`config.mk`:
```
export PLATFORM = sky130hd
export DESIGN_NAME = bfm_col_cell
export DESIGN_NICKNAME = d
export VERILOG_FILES = /design/src/rtl/bfm_pkg.sv /design/src/rtl/bfm_col_cell.sv
export SDC_FILE = /design/constraint.sdc
export NUM_CORES = 1
export LEC_CHECK = 0
export ABC_AREA = 1
export BUFFER_PORTS_ARGS = -buffer_cell sky130_fd_sc_hd__buf_2
export CAP_MARGIN = 20
export CORE_AREA = 2 2 80 82
export CTS_CLUSTER_SIZE = 30
export DETAILED_ROUTE_END_ITERATION = 8
export DIE_AREA = 0 0 82 84
export GPL_TIMING_DRIVEN = 0
export PLACE_DENSITY_LB_ADDON = 0.12
export SLEW_MARGIN = 20
export SYNTH_ARGS = -nofsm -noshare
export SYNTH_HDL_FRONTEND = slang
export SYNTH_SLANG_ARGS = --single-unit
```
`constraint.sdc`:
```
create_clock -name clk -period 0.8 [get_ports clk]
set_input_delay 0.04 -clock clk [delete_from_list [all_inputs] [get_ports clk]]
set_output_delay 0.04 -clock clk [all_outputs]
set_load 0.005 [all_outputs]
```
`src/rtl/bfm_pkg.sv`:
```
package bfm_pkg;

    localparam int MAX_WIDTH = 1024;
    localparam int CHANNELS  = 3;

    localparam int NCH       = 3;
    localparam int CH_W      = 8;
    localparam int PIX_W     = NCH * CH_W;
    localparam int COL_W     = $clog2(MAX_WIDTH);
    localparam int WIDTH_W   = 11;
    localparam int HEIGHT_W  = 16;
    localparam int ROW_W     = 16;
    localparam int CFG_W     = 16;
    localparam int CFG_IDX_W = 2;

    // nine 8-bit values sum to at most 2295
    localparam int COLSUM_W  = 10;
    localparam int SUM_W     = 12;

    // floor(s / 9) == (s * 7282) >> 16 for every s below 32768
    localparam int RECIP_W     = 13;
    localparam int RECIP_SHIFT = 16;
    localparam int PROD_W      = SUM_W + RECIP_W;
    localparam logic [RECIP_W-1:0] RECIP = RECIP_W'(7282);

    localparam logic [WIDTH_W-1:0]  WIDTH_MIN    = WIDTH_W'(2);
    localparam logic [WIDTH_W-1:0]  WIDTH_MAX    = WIDTH_W'(MAX_WIDTH);
    localparam logic [WIDTH_W-1:0]  WIDTH_RESET  = WIDTH_W'(1024);
    localparam logic [HEIGHT_W-1:0] HEIGHT_MIN   = HEIGHT_W'(2);
    localparam logic [HEIGHT_W-1:0] HEIGHT_RESET = HEIGHT_W'(768);

    typedef logic [PIX_W-1:0] pix_t;

    typedef struct packed {
        pix_t top;
        pix_t mid;
        pix_t bot;
    } col_t;

    typedef enum logic [CFG_IDX_W-1:0] {
        REG_WIDTH  = 2'd0,
        REG_HEIGHT = 2'd1,
        REG_MODE   = 2'd2
    } cfg_reg_t;

    // bit 1: centre on the last row, bit 0: centre on the last column
    typedef enum logic [1:0] {
        JOB_UPPER_LEFT = 2'd0,
        JOB_UPPER_EDGE = 2'd1,
        JOB_LAST_LEFT  = 2'd2,
        JOB_LAST_EDGE  = 2'd3
    } job_t;

    typedef logic [3:0] job_mask_t;

endpackage

```
`src/rtl/bfm_col_cell.sv`:
```
module bfm_col_cell (
    input  logic           clk,
    input  logic           shift,
    input  bfm_pkg::col_t  col_in,
    output bfm_pkg::col_t  col_out
);
    import bfm_pkg::*;

    col_t col_reg;

    always_ff @(posedge clk)
    begin
        if (shift)
        begin
            col_reg <= col_in;
        end
    end

    assign col_out = col_reg;

endmodule

```
**After elaboration in Yosys (flattened, before gate mapping)**

Index checks and enable logic that the tools add are counted.

- Memories kept: 0
- Bits in read-only memories: 0
- Input bits: 74
- Logic and storage cells: 3
- Output and inout bits: 72
- Latch bits: 0
- RAM bits: 0
- Flip-flop bits (word level): 72

- Shifts and indexed selects: 0
- Eq/ne operators: 0
- Muxes and demuxes: 0
- $mul: 0
- Add/sub/neg operators: 0
- Bitwise gates (word level): 0
- Divide/modulo/power cells: 0
- Magnitude comparators: 0
- Reductions and logical operators: 0

**Depth between registers and ports, before layout**

- Depth in word-level cells: 0
- Depth in mapped cells: 0
- Mapped depth without buffers: 0

**Least setup slack after synthesis**

Ideal clock, no wire load.

- Path kind: reg2out
- Start: reg col_reg, in the netlist col_out[0]
- End: out col_out[0] (netlist bit)
- Path buffers: 0
- Cell stages (with the launch flop): 1
- Setup slack: 0.405 ns
- Arrival time: 0.355 ns
- Data required time: 0.760 ns
- Cell sequence: edfxtp_1

RTL lines:

| element | RTL line | RTL |
|---|---|---|
| from (decl) | bfm_col_cell.sv:9 | `col_t col_reg;` |
| from (signal assigned) | bfm_col_cell.sv:15 | `col_reg <= col_in;` |
| to (decl) | bfm_col_cell.sv:5 | `output bfm_pkg::col_t col_out` |

No word-level cell between the ends.

**Final worst setup path**

- Start: reg col_reg, in the netlist col_out[26]
- End: out col_out[26] (netlist bit)

No word-level cell between the ends.

==> impl_metrics.toml <==
[clock_network]
clkSinkCount = 72
ctsLongestPathBuffers = 2
postCtsResizedCells = 0
cts_htree_levels = 3
clk_pin_slew_ps = 80
cts-buffers-inserted = 9
cts_root_buf = "sky130_fd_sc_hd__clkbuf_8"
tritoncts = "built"

[floorplan]
height_of_the_die_microns = 84
top_level_ports = 146
initial_cell_density_of_the_core_pct = 35.5
fp-row-count = 29
dieWidth_microns = 82
core_sq_um = 6100
die_area_sq_um = 6890

[grt]
grt_overflow = 0
grtUsageTotal_pct = 15.2
grt_start_max_net_pins = 62
first_global_vias = 1666
grt_antenna_before_repair = 0
grt_pass1_wl_mm = 7.46

[run_status]
failed_checks = "negative setup slack"
status = "complete, but fails checks"

[sta]
max-slew-margin-rel_pct = 79.9
max_freq_mhz = 1130
rsz0062_at_grt = "yes"
tightestPinTransition_ps = 301
fin_setup_tns_ps = -4020
final.period_utilization_pct = 110
setup_viol_count_final = 72
hold-worst-slack_ps = 75.0
report.final.hold_viol_count = 0
layout_setup_ws_ps = -83.8
final_max_slew_viol_count = 0
finalCriticalPeriod_ps = 884

[drt]
post_drt_wl_per_cell_microns = 13.2
postRouteAntennaNets = 0
wirelength_mm = 5.04
num_vias = 1523
drt-vias-per-instance = 4.00
dr.first_iter.drc_count = 65
detail_route.first_pass.iterations = 4
detail_route.drc_violations = 0

[finish]
largest_reg_flops = 72
final-seq-area_sq_um = 2160
layout.filler_cells = 452
layout-drive-gt1-share_pct = 52.3
final_design_area_no_fill_sq_um = 3880
final_core_util_pct = 63.7
multi_input_gates = 0
multi_input_area_sq_um = 0
areaGrowthSynthToFinish_pct = 79.7
fin_nets = 375
insertedDiodeCount = 0

[synth]
synth_top_area_share_pct = 100
synthCells = 72
synth_area_per_cell_sq_um = 30.0
ys_types = 1
yosys_reg_bits = 72
synth_nets = 146
synth_top_area_cell = "sky130_fd_sc_hd__edfxtp_1"
syn_area_sq_um = 2160
sequential_to_total_area_share_from_yosys_stat_pct = 100
yosys_warnings = 0
synth.area.top_cells = "sky130_fd_sc_hd__edfxtp_1 100%"

[critical_path]
setup_crit_start_kind = "flip-flop"
worstPathRequired_ps = 760
timing_worst_setup_path_type = "flip-flop to output port"
cp_cell_sequence = "buf_2"
crit_slowest_cell = "sky130_fd_sc_hd__edfxtp_1"
worst-path-buf-inv = 1
path_depth = 1
cpLargestDelayFamily = "flip-flops"
setup.worst_path.end_class = "output port"
critical_path_arrival_ps = 840
crit_fanout = 1
worst_path_largest_cell_delay_ps = 370

[place]
port-buffer-count = 145
placed_area_sq_um = 3010
gp_routability_congestion = 0.687

[power_and_ir_drop]
p_leak_nw = 1.67
power.density_cell_area_nw_per_um2 = 1970
vdd.ir_drop.worst_mv = 1.60

[min_path]
hp-start = "shift"
holdPathStages = 1
worst_hold_path_type = "input port to flip-flop"
holdPathEnd = "col_out[26]$_DFFE_PP_"

[run]
max_cap_viol_count = 0
==> logic make-up after synthesis <==
kind of cell / Yosys count / share of synthesized area (%)
flip-flops: 72 / 100
==> metrics by stage <==
step                worst slack [ps]  instances  power (mW)
global route                    -127        381        8.02
detailed placement              -123        295        5.22
CTS                             -108        381        7.75
global placement                -817        294        5.19
floorplan                        405         72        4.68
finish                         -83.8        381        7.66
==> worst max path at each step <==
stage,from,endpoint,slack (ps)
2_1_floorplan,col_out[0]$_DFFE_PP_,col_out[0],400
3_3_place_gp,shift,col_out[16]$_DFFE_PP_,-820
3_5_place_dp,shift,col_out[55]$_DFFE_PP_,-120
4_1_cts,col_out[52]$_DFFE_PP_,col_out[52],-110
5_1_grt,col_out[34]$_DFFE_PP_,col_out[34],-130
6_report,col_out[26]$_DFFE_PP_,col_out[26],-80
==> Yosys cell counts <==
master / instances
sky130_fd_sc_hd__edfxtp_1: 72
==> cells in the final DEF (no fill, tap or decap) <==
cell,synthesis,final
sky130_fd_sc_hd__buf_16,0,1
sky130_fd_sc_hd__buf_2,0,144
sky130_fd_sc_hd__buf_4,0,1
sky130_fd_sc_hd__clkbuf_8,0,9
sky130_fd_sc_hd__clkinv_1,0,1
sky130_fd_sc_hd__clkinv_2,0,3
sky130_fd_sc_hd__clkinvlp_4,0,1
sky130_fd_sc_hd__dlygate4sd3_1,0,72
sky130_fd_sc_hd__edfxtp_1,72,72
==> final cells by class <==
class                 instances  area share (%)
Clock inverter                5           0.676
Sequential cell              72            55.7
Clock buffer                  9            3.19
Tap cell                     77            2.48
Timing Repair Buffer        218            38.0
==> power by group <==
group          internal [mW]  switching, mW  leakage (nW)
combinational          0.547          0.317         0.885
sequential              4.48         0.0595         0.705
clock                   1.06           1.19        0.0782
==> metal layers <==
metal	part of all wire [%]	vias to the layer above	track usage [%]
met1	36	679	15.3
met3	9.5	11	5.63
li1	-	747	-
met4	2.5	0	8.79
met5	0	-	0
met2	52	86	26.0
==> what timing repair did <==
| action | 4_1_cts | 5_1_grt |
|---|---|---|
| hold buffers | 72 | 0 |
| hold endpoints to repair | 72 | 0 |
| setup endpoints to repair | 72 | 72 |
| setup buffers | 0 | 0 |
| cloned | 0 | 0 |
No activity file was read; power rests on OpenSTA's default activity.
