## src/rtl/bfm_pkg.sv

```systemverilog
package bfm_pkg;

    localparam int MAX_WIDTH = 1024;
    localparam int CHANNELS  = 3;

    localparam int NCH       = 3;
    localparam int CH_W      = 8;
    localparam int PIX_W     = NCH * CH_W;
    localparam int COL_W     = $clog2(MAX_WIDTH);
    localparam int WIDTH_W   = 11;
    localparam int HEIGHT_W  = 16;
    localparam int ROW_W     = 16;
    localparam int CFG_W     = 16;
    localparam int CFG_IDX_W = 2;

    // nine 8-bit values sum to at most 2295
    localparam int COLSUM_W  = 10;
    localparam int SUM_W     = 12;

    // floor(s / 9) == (s * 7282) >> 16 for every s below 32768
    localparam int RECIP_W     = 13;
    localparam int RECIP_SHIFT = 16;
    localparam int PROD_W      = SUM_W + RECIP_W;
    localparam logic [RECIP_W-1:0] RECIP = RECIP_W'(7282);

    localparam logic [WIDTH_W-1:0]  WIDTH_MIN    = WIDTH_W'(2);
    localparam logic [WIDTH_W-1:0]  WIDTH_MAX    = WIDTH_W'(MAX_WIDTH);
    localparam logic [WIDTH_W-1:0]  WIDTH_RESET  = WIDTH_W'(1024);
    localparam logic [HEIGHT_W-1:0] HEIGHT_MIN   = HEIGHT_W'(2);
    localparam logic [HEIGHT_W-1:0] HEIGHT_RESET = HEIGHT_W'(768);

    typedef logic [PIX_W-1:0] pix_t;

    typedef struct packed {
        pix_t top;
        pix_t mid;
        pix_t bot;
    } col_t;

    typedef enum logic [CFG_IDX_W-1:0] {
        REG_WIDTH  = 2'd0,
        REG_HEIGHT = 2'd1,
        REG_MODE   = 2'd2
    } cfg_reg_t;

    // bit 1: centre on the last row, bit 0: centre on the last column
    typedef enum logic [1:0] {
        JOB_UPPER_LEFT = 2'd0,
        JOB_UPPER_EDGE = 2'd1,
        JOB_LAST_LEFT  = 2'd2,
        JOB_LAST_EDGE  = 2'd3
    } job_t;

    typedef logic [3:0] job_mask_t;

endpackage

```

## src/rtl/bfm_mean.sv

```systemverilog
module bfm_mean (
    input  logic [bfm_pkg::SUM_W-1:0] sum,
    output logic [bfm_pkg::CH_W-1:0]  mean
);
    import bfm_pkg::*;

    logic [PROD_W-1:0] prod;

    // divide by nine through the reciprocal
    assign prod = PROD_W'(sum) * PROD_W'(RECIP);
    assign mean = prod[RECIP_SHIFT +: CH_W];

endmodule

```

## config.mk

```make
export PLATFORM = sky130hd
export DESIGN_NAME = bfm_mean
export DESIGN_NICKNAME = d
export VERILOG_FILES = /design/src/rtl/bfm_pkg.sv /design/src/rtl/bfm_mean.sv
export SDC_FILE = /design/constraint.sdc
export NUM_CORES = 1
export LEC_CHECK = 0
export BUFFER_PORTS_ARGS = -buffer_cell sky130_fd_sc_hd__buf_2
export CORE_MARGIN = 3
export CORE_UTILIZATION = 64
export DETAILED_ROUTE_END_ITERATION = 8
export GPL_TIMING_DRIVEN = 0
export PLACE_DENSITY = 0.89
export SETUP_SLACK_MARGIN = 0.02
export SYNTH_ARGS = -nofsm -noshare
export SYNTH_HDL_FRONTEND = slang
export SYNTH_SLANG_ARGS = --single-unit
```

## constraint.sdc

```tcl
create_clock -name vclk -period 5.11
set_input_delay 0 -clock vclk [all_inputs]
set_output_delay 0 -clock vclk [all_outputs]
set_load 0.01 [all_outputs]
```

---- Yosys cells after proc, flatten, opt, wreduce, memory -nomap -nowiden ----
Cells that the tools add are included.
cells by class
  multipliers ............................. 1
operators with widths
  cell                                                  number
  multiplier 12 x 12 -> 23 bit (second input constant)  1
storage, ports and cells
  bits in registers ....................... 0
  input bits .............................. 12
  output and inout bits ................... 8
  logic and storage cells ................. 1

---- Depth between registers and ports, before layout ----
  depth in word-level cells ............... 1
  mapped depth ............................ 18
  gate-level depth less buffers ........... 18

---- Worst setup path after synthesis ----
Ideal clock, no wire load.
  kind .................................... input to output
  start point ............................. input sum[1] (netlist name)
  end point ............................... output mean[3] (netlist name)
  arrival ................................. 3.973 ns
  data required time ...................... 5.110 ns
  path slack .............................. 1.137 ns
  cell stages on the path ................. 18
  buffers on the path ..................... 0
  cell sequence ........................... inv_1 -> fa_1 -> inv_1 -> ha_1 -> inv_1 -> fa_1 -> inv_1 -> fa_1 -> inv_1 -> fa_1 -> inv_1 -> ha_1 -> and2_4 -> nand3_1 -> o22ai_1 -> a211oi_1 -> o21ai_0 -> xor2_1
on the way
  longest elaborated chain between the ends .. 1
RTL lines
  element                       line            source
  start, declared               bfm_mean.sv:2   input logic [bfm_pkg::SUM_W-1:0] sum,
  multiplier 12 x 12 -> 23 bit  bfm_mean.sv:10  assign prod = PROD_W'(sum) * PROD_W'(RECIP);
  end, declared                 bfm_mean.sv:3   output logic [bfm_pkg::CH_W-1:0] mean
Every way passes these cells.

---- Final worst setup path ----
Ends and elaborated chain as after synthesis.

==> out/qor.txt <==
Sum of negative setup slack - 0 ps
Capturing element type of the critical path - output pin
DP HPWL - 4306 µm
Antenna cells - 0
# clk buffers - 0
DR DRC count - 0
Final Hold Vio Count - 0
Chip width - 64.93 µm
# IOs - 20
Layout Utilization - 74.80%
Fillers - 233
# Max-Cap Violations - 0
Relative slew slack - 70.62%
Min Tclk post-route - 4538 ps
Yosys warnings - 0
Area after DPL - 2377 µm²
Switching Share - 57.90%
Overall Global Routing Usage - 24.23%
CP Max Fanout - 5
Storage element area - 0 µm²
Number of global-route vias before repair - 1832
Sequential area share after synthesis - 0%
Switching Power - 0.8495 mW
First-pass GRT wire length - 8079 µm
Post-synthesis cell area - 2222 µm²
Pin count of the biggest net entering global routing - 8
Total grt overflow - 0
F_max - 0.2204 GHz
I/O Buffers - 20
CTS Hold Bufs - 0
Post-DR vias/cell - 5.529
Tightest Pin Transition - 438.1 ps
Overall routed net length - 4630 µm
Design Area, Final - 2377 µm²
Critical Path Source Type - input pin
Yosys top cell by area - ha_1
Chip height - 64.93 µm
Top cells by area, synth - ha_1 37%, fa_1 26%, inv_1 12%
Max VDD drop - 675.6 µV
PD cells - 617.1 nW/µm²
RSZ-0062 raised after global routing - false
Proportion of layout cells with a drive suffix above 1 - 10.82%
Logic gate share of total power - 100.0%
Area Overhead vs Synth - 6.982%
Gate Count Post-Synth - 248
Post-DRT Antenna Nets - 0
Drt wl/cell - 14.84 µm
Required time of the critical path - 5110 ps
Initial Util - 69.92%
Area of the multi-input gates - 1952 µm²
Yosys cell types - 33
Pint - 0.6175 mW
Die ar. - 4215 µm²
FFs & Latches - 0
DR vias - 1725
Synth top area share - 37.16%
Avg Cell Area, Syn - 8.960 µm²
Crit Path Class - input pin to output pin
Antenna violations before repair - 0
Seq pwr share - 0%
Core Region - 3178 µm²
Fin crit share - 88.80%
Std-Cell Rows - 20
CP arrival - 4540 ps
Leakage power - 1.379 nW
CTS resizes - 0
Outcome - finished clean
Final setup vio count - 0
Final #Nets - 377
Setup Buffers After CTS - 0
Syn nets - 355
Fin. max-slew vios - 0
Hold Crit Class - input pin to output pin
Drt initial violations - 84
1st-pass router iterations - 4
Clock power share - 0%
Gp weighted congestion - 0.8991
==> critical path, cell delays in order <==
cell      delay, ps
buf_2           120
inv_1            60
fa_1            530
inv_1            50
ha_1            310
inv_1            70
fa_1            550
inv_1            60
fa_1            530
inv_1            60
fa_1            530
inv_1            40
ha_1            340
and2_4          170
nand3_1          90
o22ai_1          80
a211oi_1        410
o21ai_0         200
xor2_1          160
buf_2           140
==> per-layer routing <==
metal | vias to the layer above | GRT usage, % | routed length, µm | share of wire, %
met4 | 0 | 6.860 | 125 | 2.7
met1 | 819 | 30.49 | 2030 | 44
met3 | 14 | 1.733 | 136 | 2.9
li1 | 852 | - | - | -
met2 | 40 | 44.06 | 2338 | 50
met5 | - | 0 | 0 | 0
==> power by group through the flow <==
| stage | registers, mW | clock network (mW) | logic (mW) |
|---|---|---|---|
| final | 0 | 0 | 1.47 |
| after global routing | 0 | 0 | 1.66 |
| after CTS | 0 | 0 | 1.46 |
| after floorplan | 0 | 0 | 1.07 |
| after detailed placement | 0 | 0 | 1.45 |
| after global placement | 0 | 0 | 1.40 |
==> Yosys cell counts <==
library cell and instances:
a31oi_1 2, nor2b_1 1, o21ai_1 2, a21bo_2 1, o31a_1 1, a211oi_1 1, nand3_1 3, and2_4 1
buf_4 1, a21oi_1 11, o21bai_1 2, inv_1 70, o21a_1 1, fa_1 29, nand4_1 3, a21o_1 5
ha_1 66, o31ai_2 1, a41oi_2 2, xor2_1 5, o31ai_1 1, and2_1 2, o22ai_1 2, xnor2_1 9
nand2_1 10, o21ai_0 6, and2_2 1, a21boi_0 1, o311ai_1 1, nand2_2 1, a41o_2 1, a41oi_1 1
nor2_1 4
==> kinds of logic after synthesis <==
kind of cell / after synthesis / share of synthesized area [%]
compound gates: 42 / 13.29
xor+xnor: 14 / 5.518
fa+ha+maj: 95 / 63.29
buf+inv: 71 / 12.16
simple gates: 26 / 5.744
==> through the flow <==
stage          hold WS, ps  power [mW]  instances  setup slack (ps)
3_3_place_gp         917.0       1.396        312             640.5
4_1_cts              936.5       1.465        312             573.9
2_1_floorplan        567.8       1.074        248              1137
5_1_grt               1004       1.661        312             344.8
3_5_place_dp         925.8       1.452        312             578.7
6_report             930.5       1.467        312             572.1
==> area by class of cell <==
type,count,area share (%)
multi-input combinational,177,82.11
inverter,70,11.05
timing repair buffer,20,4.211
tap,44,2.316
buffer,1,0.3158
==> placed cells by master (no fill, tap or decap), drive strengths merged <==
cell / n
inv: 70
ha: 66
fa: 29
buf: 21
a21oi: 11
nand2: 11
xnor2: 9
o21ai: 8
xor2: 5
a21o: 5
nor2: 4
and2: 4
nand4: 3
nand3: 3
a41oi: 3
a31oi: 2
o21bai: 2
o22ai: 2
o31ai: 2
o21a: 1
a21bo: 1
o31a: 1
nor2b: 1
o311ai: 1
a41o: 1
a211oi: 1
a21boi: 1
==> final timing paths <==
check	endpoint	cells past startpoint	from	slack, ps
hold / removal	mean[0]	7	sum[3]	930
setup / recovery	mean[3]	20	sum[1]	570
No activity file was read; power rests on OpenSTA's default activity.
